<file path="src/hw/rtl/bra_pkg.sv">
// shared constants and codes for the bone reference admission block
`default_nettype none

package bra_pkg;

    // default sizing
    localparam int BONES_DEF     = 128;
    localparam int WPV_DEF       = 4;
    localparam int TRI_VERTS     = 3;

    // fixed field widths
    localparam int FUNC_W        = 2;
    localparam int BONE_W        = 7;
    localparam int STATUS_W      = 2;
    localparam int NEW_W         = 4;
    localparam int TOTAL_W       = 8;

    // configuration port
    localparam int APB_DATA_W    = 32;
    localparam int APB_ADDR_W    = 3;
    localparam logic REG_MAX_REF = 1'b0;   // register select, paddr[2]
    localparam logic [TOTAL_W-1:0] MAX_REF_RESET = 8'd64;

    // request codes
    localparam logic [FUNC_W-1:0] FUNC_SLOT  = 2'd0;
    localparam logic [FUNC_W-1:0] FUNC_END   = 2'd1;
    localparam logic [FUNC_W-1:0] FUNC_CLEAR = 2'd2;

    // result status codes
    localparam logic [STATUS_W-1:0] ST_OK        = 2'd0;
    localparam logic [STATUS_W-1:0] ST_OVER      = 2'd1;
    localparam logic [STATUS_W-1:0] ST_NO_WEIGHT = 2'd2;

endpackage

`default_nettype wire

</file>
<file path="src/hw/rtl/bra_ram.sv">
// generic single-clock ram, one write port, one registered read port
`default_nettype none

module bra_ram #(
    parameter int WIDTH = 1,
    parameter int DEPTH = 128,
    localparam int AW   = (DEPTH > 1) ? $clog2(DEPTH) : 1
) (
    input  wire logic             i_clk,
    input  wire logic             i_we,
    input  wire logic [AW-1:0]    i_waddr,
    input  wire logic [WIDTH-1:0] i_wdata,
    input  wire logic [AW-1:0]    i_raddr,
    output logic      [WIDTH-1:0] o_rdata
);

    logic [WIDTH-1:0] r_mem [DEPTH];

    // write port
    always_ff @(posedge i_clk) begin
        if (i_we) begin
            r_mem[i_waddr] <= i_wdata;
        end
    end

    // registered read port
    always_ff @(posedge i_clk) begin
        o_rdata <= r_mem[i_raddr];
    end

endmodule

`default_nettype wire

</file>
<file path="src/hw/rtl/bone_reference_admission_unit.sv">
// bone reference admission: per-triangle bone gathering against a capped reference set
// weight slot: busy for the flag ram lookup after acceptance; ignored or over-limit none
// end of triangle: result in the cycle after acceptance, or after the commit states when bones are committed
// clear request and reset: flag ram sweep over all BONES entries with busy high
// results are single-cycle strobes; the receiver cannot stall, config is always ready
// reset: synchronous active low, limit register returns to 64, triangle state dropped
`default_nettype none

module bone_reference_admission_unit #(
    parameter int BONES              = bra_pkg::BONES_DEF,
    parameter int WEIGHTS_PER_VERTEX = bra_pkg::WPV_DEF
) (
    input  wire logic                             i_clk,
    input  wire logic                             i_rst_n,
    // request channel
    input  wire logic                             start,
    output logic                                  busy,
    input  wire logic [bra_pkg::FUNC_W-1:0]       i_func,
    input  wire logic [bra_pkg::BONE_W-1:0]       i_bone_index,
    // result channel
    output logic                                  o_valid,
    output logic [bra_pkg::STATUS_W-1:0]          o_status,
    output logic [bra_pkg::NEW_W-1:0]             o_new_bones,
    output logic [bra_pkg::TOTAL_W-1:0]           o_total_referenced,
    // configuration port
    input  wire logic                             psel,
    input  wire logic                             penable,
    input  wire logic                             pwrite,
    input  wire logic [bra_pkg::APB_ADDR_W-1:0]   paddr,
    input  wire logic [bra_pkg::APB_DATA_W-1:0]   pwdata,
    output logic [bra_pkg::APB_DATA_W-1:0]        prdata,
    output logic                                  pready
);

    import bra_pkg::*;

    localparam int SLOTS = TRI_VERTS * WEIGHTS_PER_VERTEX;
    localparam int AW    = (BONES > 1) ? $clog2(BONES) : 1;
    localparam int CW    = ((AW > BONE_W) ? AW : BONE_W) + 1;
    localparam int PW    = (SLOTS > 1) ? $clog2(SLOTS) : 1;
    localparam int NW    = $clog2(SLOTS + 1);

    // state codes
    localparam logic [1:0] S_IDLE   = 2'd0;
    localparam logic [1:0] S_CHECK  = 2'd1;
    localparam logic [1:0] S_COMMIT = 2'd2;
    localparam logic [1:0] S_CLEAR  = 2'd3;

    logic [1:0]          r_state, n_state;
    logic [TOTAL_W-1:0]  r_max, n_max;
    logic [TOTAL_W-1:0]  r_total, n_total;
    logic [NW-1:0]       r_pcount, n_pcount;
    logic [NW-1:0]       r_slot, n_slot;
    logic                r_saw, n_saw;
    logic                r_over, n_over;
    logic [BONE_W-1:0]   r_bone, n_bone;
    logic [PW-1:0]       r_idx, n_idx;
    logic [AW-1:0]       r_clr, n_clr;
    logic [BONE_W-1:0]   r_pend [SLOTS];
    logic                w_pend_we;

    logic                r_valid, n_valid;
    logic [STATUS_W-1:0] r_status, n_status;
    logic [NEW_W-1:0]    r_new, n_new;
    logic [TOTAL_W-1:0]  r_out_total, n_out_total;

    logic                w_accept;
    logic                w_cfg_we;
    logic [CW-1:0]       w_bone_ext;
    logic                w_in_range;
    logic                w_ref_flag;
    logic                w_hit;
    logic                w_limit;
    logic [BONE_W-1:0]   w_commit_bone;
    logic [CW-1:0]       w_commit_ext;
    logic                w_ram_we;
    logic [AW-1:0]       w_ram_waddr;
    logic                w_ram_wdata;
    logic                w_last;

    assign w_accept = start && !busy;
    assign busy     = (r_state != S_IDLE);

    // configuration register
    assign pready   = 1'b1;
    assign w_cfg_we = psel && penable && pwrite && (paddr[2] == REG_MAX_REF);
    assign prdata   = (paddr[2] == REG_MAX_REF) ?
                      {{(APB_DATA_W-TOTAL_W){1'b0}}, r_max} : '0;

    // bone range and flag ram addressing
    assign w_bone_ext = CW'(i_bone_index);
    assign w_in_range = (w_bone_ext < CW'(BONES));

    assign w_commit_bone = r_pend[r_idx];
    assign w_commit_ext  = CW'(w_commit_bone);
    assign w_last        = ((NW'(r_idx) + NW'(1)) == r_pcount);

    always_comb begin
        w_ram_we    = 1'b0;
        w_ram_waddr = r_clr;
        w_ram_wdata = 1'b0;
        case (r_state)
            S_CLEAR: begin
                w_ram_we = 1'b1;
            end
            S_COMMIT: begin
                w_ram_we    = 1'b1;
                w_ram_waddr = w_commit_ext[AW-1:0];
                w_ram_wdata = 1'b1;
            end
            default: begin
                w_ram_we = 1'b0;
            end
        endcase
    end

    bra_ram #(
        .WIDTH (1),
        .DEPTH (BONES)
    ) u_flags (
        .i_clk   (i_clk),
        .i_we    (w_ram_we),
        .i_waddr (w_ram_waddr),
        .i_wdata (w_ram_wdata),
        .i_raddr (w_bone_ext[AW-1:0]),
        .o_rdata (w_ref_flag)
    );

    // parallel match against the pending bones
    always_comb begin
        w_hit = 1'b0;
        for (int k = 0; k < SLOTS; k++) begin
            if ((NW'(k) < r_pcount) && (r_pend[k] == r_bone)) begin
                w_hit = 1'b1;
            end
        end
    end

    // limit check on referenced plus pending
    assign w_limit = (({1'b0, r_total} + (TOTAL_W+1)'(r_pcount)) >= {1'b0, r_max});

    // sequencer
    always_comb begin
        n_state     = r_state;
        n_max       = w_cfg_we ? pwdata[TOTAL_W-1:0] : r_max;
        n_total     = r_total;
        n_pcount    = r_pcount;
        n_slot      = r_slot;
        n_saw       = r_saw;
        n_over      = r_over;
        n_bone      = r_bone;
        n_idx       = r_idx;
        n_clr       = r_clr;
        n_valid     = 1'b0;
        n_status    = r_status;
        n_new       = r_new;
        n_out_total = r_out_total;
        w_pend_we   = 1'b0;
        case (r_state)
            S_IDLE: begin
                if (w_accept) begin
                    case (i_func)
                        FUNC_SLOT: begin
                            if (w_in_range && (r_slot < NW'(SLOTS))) begin
                                n_slot = r_slot + NW'(1);
                                n_saw  = 1'b1;
                                if (!r_over) begin
                                    n_bone  = i_bone_index;
                                    n_state = S_CHECK;
                                end
                            end
                        end
                        FUNC_END: begin
                            if (r_over || !r_saw || (r_pcount == '0)) begin
                                n_valid     = 1'b1;
                                n_status    = r_over ? ST_OVER :
                                              (!r_saw ? ST_NO_WEIGHT : ST_OK);
                                n_new       = '0;
                                n_out_total = r_total;
                                n_pcount    = '0;
                                n_slot      = '0;
                                n_saw       = 1'b0;
                                n_over      = 1'b0;
                            end else begin
                                n_idx   = '0;
                                n_state = S_COMMIT;
                            end
                        end
                        FUNC_CLEAR: begin
                            n_total  = '0;
                            n_pcount = '0;
                            n_slot   = '0;
                            n_saw    = 1'b0;
                            n_over   = 1'b0;
                            n_clr    = '0;
                            n_state  = S_CLEAR;
                        end
                        default: begin
                            n_state = S_IDLE;
                        end
                    endcase
                end
            end
            S_CHECK: begin
                // flag from ram, then pending match, then limit
                n_state = S_IDLE;
                if (!w_ref_flag && !w_hit) begin
                    if (w_limit) begin
                        n_over = 1'b1;
                    end else if (r_pcount < NW'(SLOTS)) begin
                        w_pend_we = 1'b1;
                        n_pcount  = r_pcount + NW'(1);
                    end
                end
            end
            S_COMMIT: begin
                // mark one pending bone per cycle
                n_total = r_total + TOTAL_W'(1);
                n_idx   = r_idx + PW'(1);
                if (w_last) begin
                    n_valid     = 1'b1;
                    n_status    = ST_OK;
                    n_new       = NEW_W'(r_pcount);
                    n_out_total = r_total + TOTAL_W'(1);
                    n_pcount    = '0;
                    n_slot      = '0;
                    n_saw       = 1'b0;
                    n_over      = 1'b0;
                    n_state     = S_IDLE;
                end
            end
            S_CLEAR: begin
                n_clr = r_clr + AW'(1);
                if (r_clr == AW'(BONES - 1)) begin
                    n_state = S_IDLE;
                end
            end
            default: begin
                n_state = S_IDLE;
            end
        endcase
    end

    // control registers
    always_ff @(posedge i_clk) begin
        if (!i_rst_n) begin
            r_state  <= S_CLEAR;
            r_max    <= MAX_REF_RESET;
            r_total  <= '0;
            r_pcount <= '0;
            r_slot   <= '0;
            r_saw    <= 1'b0;
            r_over   <= 1'b0;
            r_idx    <= '0;
            r_clr    <= '0;
            r_valid  <= 1'b0;
        end else begin
            r_state  <= n_state;
            r_max    <= n_max;
            r_total  <= n_total;
            r_pcount <= n_pcount;
            r_slot   <= n_slot;
            r_saw    <= n_saw;
            r_over   <= n_over;
            r_idx    <= n_idx;
            r_clr    <= n_clr;
            r_valid  <= n_valid;
        end
    end

    // payload registers
    always_ff @(posedge i_clk) begin
        r_bone      <= n_bone;
        r_status    <= n_status;
        r_new       <= n_new;
        r_out_total <= n_out_total;
        if (w_pend_we) begin
            r_pend[r_pcount[PW-1:0]] <= r_bone;
        end
    end

    assign o_valid            = r_valid;
    assign o_status           = r_status;
    assign o_new_bones        = r_new;
    assign o_total_referenced = r_out_total;

endmodule

`default_nettype wire

</file>
<file path="config.mk">
export PLATFORM = sky130hd
export DESIGN_NAME = bone_reference_admission_unit
export DESIGN_NICKNAME = d
export VERILOG_FILES = /design/src/hw/rtl/bra_pkg.sv /design/src/hw/rtl/bra_ram.sv /design/src/hw/rtl/bone_reference_admission_unit.sv
export SDC_FILE = /design/constraint.sdc
export NUM_CORES = 1
export LEC_CHECK = 0
export BUFFER_PORTS_ARGS = -buffer_cell sky130_fd_sc_hd__buf_4
export CAP_MARGIN = 20
export CORE_UTILIZATION = 39
export CTS_BUF_LIST = sky130_fd_sc_hd__clkbuf_4 sky130_fd_sc_hd__clkbuf_8
export CTS_CLUSTER_DIAMETER = 40
export DETAILED_ROUTE_END_ITERATION = 12
export PLACE_DENSITY = 0.52
export SYNTH_ARGS = -nofsm -noshare
export SYNTH_HDL_FRONTEND = slang
export SYNTH_HIERARCHICAL = 1
export SYNTH_SLANG_ARGS = --single-unit
</file>
<file path="constraint.sdc">
create_clock -name i_clk -period 7.1 [get_ports i_clk]
set_clock_uncertainty 0.05 [all_clocks]
set_input_delay 1.065 -clock i_clk [delete_from_list [all_inputs] [get_ports i_clk]]
set_output_delay 1.065 -clock i_clk [all_outputs]
set_load 0.01 [all_outputs]
</file>
==> impl_metrics.json <==
{
  "status": "complete, no violations",
  "fin_ws_ps": 2830,
  "grt_max_degree": 127,
  "final_common_cell": "edfxtp_1",
  "min_period_ps": 4270,
  "antenna_cells_inserted": 0,
  "most-common-layout-cells": "edfxtp_1, nor2_1, nand2_1",
  "design_area_sq_mm": 0.0168,
  "place_congestion": 0.789,
  "insertion_delay_ps": 670,
  "syn_area_per_cell_sq_um": 13.2,
  "crit_fanout": 8,
  "dieWidth_microns": 197,
  "grt_pass1_vias": 9241,
  "max_freq_mhz": 234,
  "start_util_pct": 40.0,
  "place_inst": 1657,
  "cts_resized": 0,
  "drc": 0,
  "drtPass1Iterations": 5,
  "wl_per_cell_microns": 19.4,
  "wl_microns": 34300,
  "ys_ff_latch": 306,
  "grt_usage_pct": 18.4,
  "synth_cells": 1122,
  "fin_setup_tns_ps": 0,
  "h-tree-depth": 2,
  "critPathKind": "reg -> reg",
  "peakVddDrop_v": 0.000132,
  "cts-buffers-inserted": 58,
  "post-dp-hpwl_microns": 21400,
  "area.growth.synth_to_final_pct": 13.9,
  "ant_nets": 0,
  "grt_first_pass_wirelength_microns": 53900,
  "drtIter0Drc": 712,
  "ys_warn_count": 6,
  "maxCapViolCount": 0,
  "yosys.cell_types.count": 64,
  "netlist_area_sq_mm": 0.0148,
  "power_density_mw_per_mm2": 274,
  "post-place-ws_ps": 2830,
  "setup_viol": 0,
  "io_pins": 99,
  "critPathRequiredTime_ps": 7340,
  "ys_seq_area_share_pct": 59.2,
  "final_hold_viol_count": 0,
  "die_h_microns": 197,
  "hp-class": "reg -> reg",
  "io_buffer_count": 47,
  "vias": 9116,
  "antenna_found_initial": 0,
  "cts_hold_buf": 0,
  "synth_enable_flop_cells": 261,
  "arrival_ps": 4510,
  "fp-row-count": 70,
  "path_clk_slew_ps": 60,
  "async_flop_share_pct": 0,
  "power.leakage_nw": 5.72,
  "grt-ovfl-total": 0,
  "dpl_cell_area_sq_mm": 0.0156,
  "post_cts_buffers": 0,
  "cts_tree": "built",
  "nets": 1291,
  "die-area_sq_mm": 0.0386,
  "rsz0062_at_grt": "no",
  "drive_gt1_share_pct": 18.6,
  "cts_root_buf": "clkbuf_8",
  "maxSlewViolCount": 0,
  "slew_headroom_pct": 36.2,
  "end_kind": "flop",
  "cts.sinks": 306,
  "core_sq_mm": 0.0370,
  "fin_cells": 1770,
  "synth_flop_cell": "edfxtp_1",
  "finalCritPeriodShare_pct": 60.1,
  "via_per_inst": 5.15,
  "tightestPinTransition_ps": 955,
  "cts_buffer_depth": 3,
  "start_kind": "flop"
}
[critical path: stages, from the launching register on]
cell and delay [ps]:
dfxtp_1 530, inv_1 270, fa_1 480, nand2b_1 160
a21oi_1 270, nand3_1 140, xnor2_1 150, ha_1 290
nor2b_1 130, o21ai_0 140, and3_1 290, nand2_1 160
nor4_1 430, and2_1 440
[state kept, by name, indices dropped and copies added, names as in the netlist, 7 cells and up, named ones only]
| register | flops |
|---|---|
| r_total | 8 |
| r_bone | 7 |
| o_total_referenced | 8 |
| r_max | 8 |
| r_clr | 7 |
| r_pend | 112 |
| u_flags/r_mem | 128 |
[cell families (layout without fill, tap and decap cells)]
family	count (synthesis)	count (layout)	synth area share, %
AO/OA/AOI/OAI	84	84	3.75
XOR/XNOR	106	106	6.29
adder cells (fa/ha/maj)	25	25	2.17
buffers and inverters	102	195	3.81
flip-flops	306	306	59.2
multiplexers	80	80	11.4
other	2	53	0.0509
AND/OR/NAND/NOR	417	417	13.4
[cells in the mapped netlist (8+ instances only)]
cell type / instances / share of area (%)
a21boi_0: 9 / 0.46
a21oi_1: 22 / 0.75
and2_1: 14 / 0.59
buf_2: 9 / 0.31
buf_4: 29 / 1.5
buf_6: 8 / 0.61
clkbuf_1: 29 / 0.74
dfxtp_1: 45 / 6.1
edfxtp_1: 261 / 53
ha_1: 24 / 2.0
inv_1: 24 / 0.61
mux2i_1: 12 / 0.81
mux4_2: 61 / 9.3
nand2_1: 85 / 2.2
nand2b_1: 8 / 0.34
nand3_1: 28 / 0.95
nand4_1: 20 / 0.85
nor2_1: 168 / 4.3
nor2b_1: 29 / 1.2
nor3_1: 17 / 0.58
nor4_1: 17 / 0.72
o21ai_0: 19 / 0.64
xnor2_1: 57 / 3.4
xor2_1: 49 / 2.9
[per-stage QoR]
| stage | hold WS (ps) | power, W | util (%) |
|---|---|---|---|
| floorplan | 393 | 0.00264 | - |
| global placement | 404 | 0.00287 | 42.1 |
| detailed placement | 408 | 0.00288 | 42.1 |
| CTS | 417 | 0.00467 | 45.4 |
| global route | 439 | 0.00482 | 45.5 |
| finish | 413 | 0.00461 | 45.5 |
[final timing paths]
kind / startpoint / end / slack [ps] / depth (start not counted)
setup / recovery: r_pcount[1] / r_pend[8][1] / 2830 / 13
hold / removal: r_max[3] / r_max[3] / 410 / 2
setup reg to reg: r_pcount[1] / r_pend[8][1] / 2830 / 13
hold reg to reg: r_max[3] / r_max[3] / 410 / 2
[power breakdown]
group | total, W | leakage, nW | internal (W) | switching (W)
combinational | 0.000719 | 2.31 | 0.000232 | 0.000487
clock | 0.00177 | 0.639 | 0.000985 | 0.000785
sequential | 0.00212 | 2.77 | 0.00207 | 0.0000563
[layout make-up]
cell class,instances,area (sq um)
fill,3443,20100
sequential,306,8740
multi-input combinational,765,5660
clock buffer,81,990
tap,504,631
timing repair buffer,61,489
clock inverter,29,213
inverter,24,91.3
[metal layers]
metal | share of wire (%) | vias up | global-route usage [%]
met4 | 2.1 | 0 | 5.74
met2 | 45 | 243 | 28.1
met5 | 0 | - | 0
met1 | 47 | 4556 | 25.9
li1 | - | 4259 | -
met3 | 5.5 | 58 | 4.24
No activity file was read; power rests on OpenSTA's default activity.
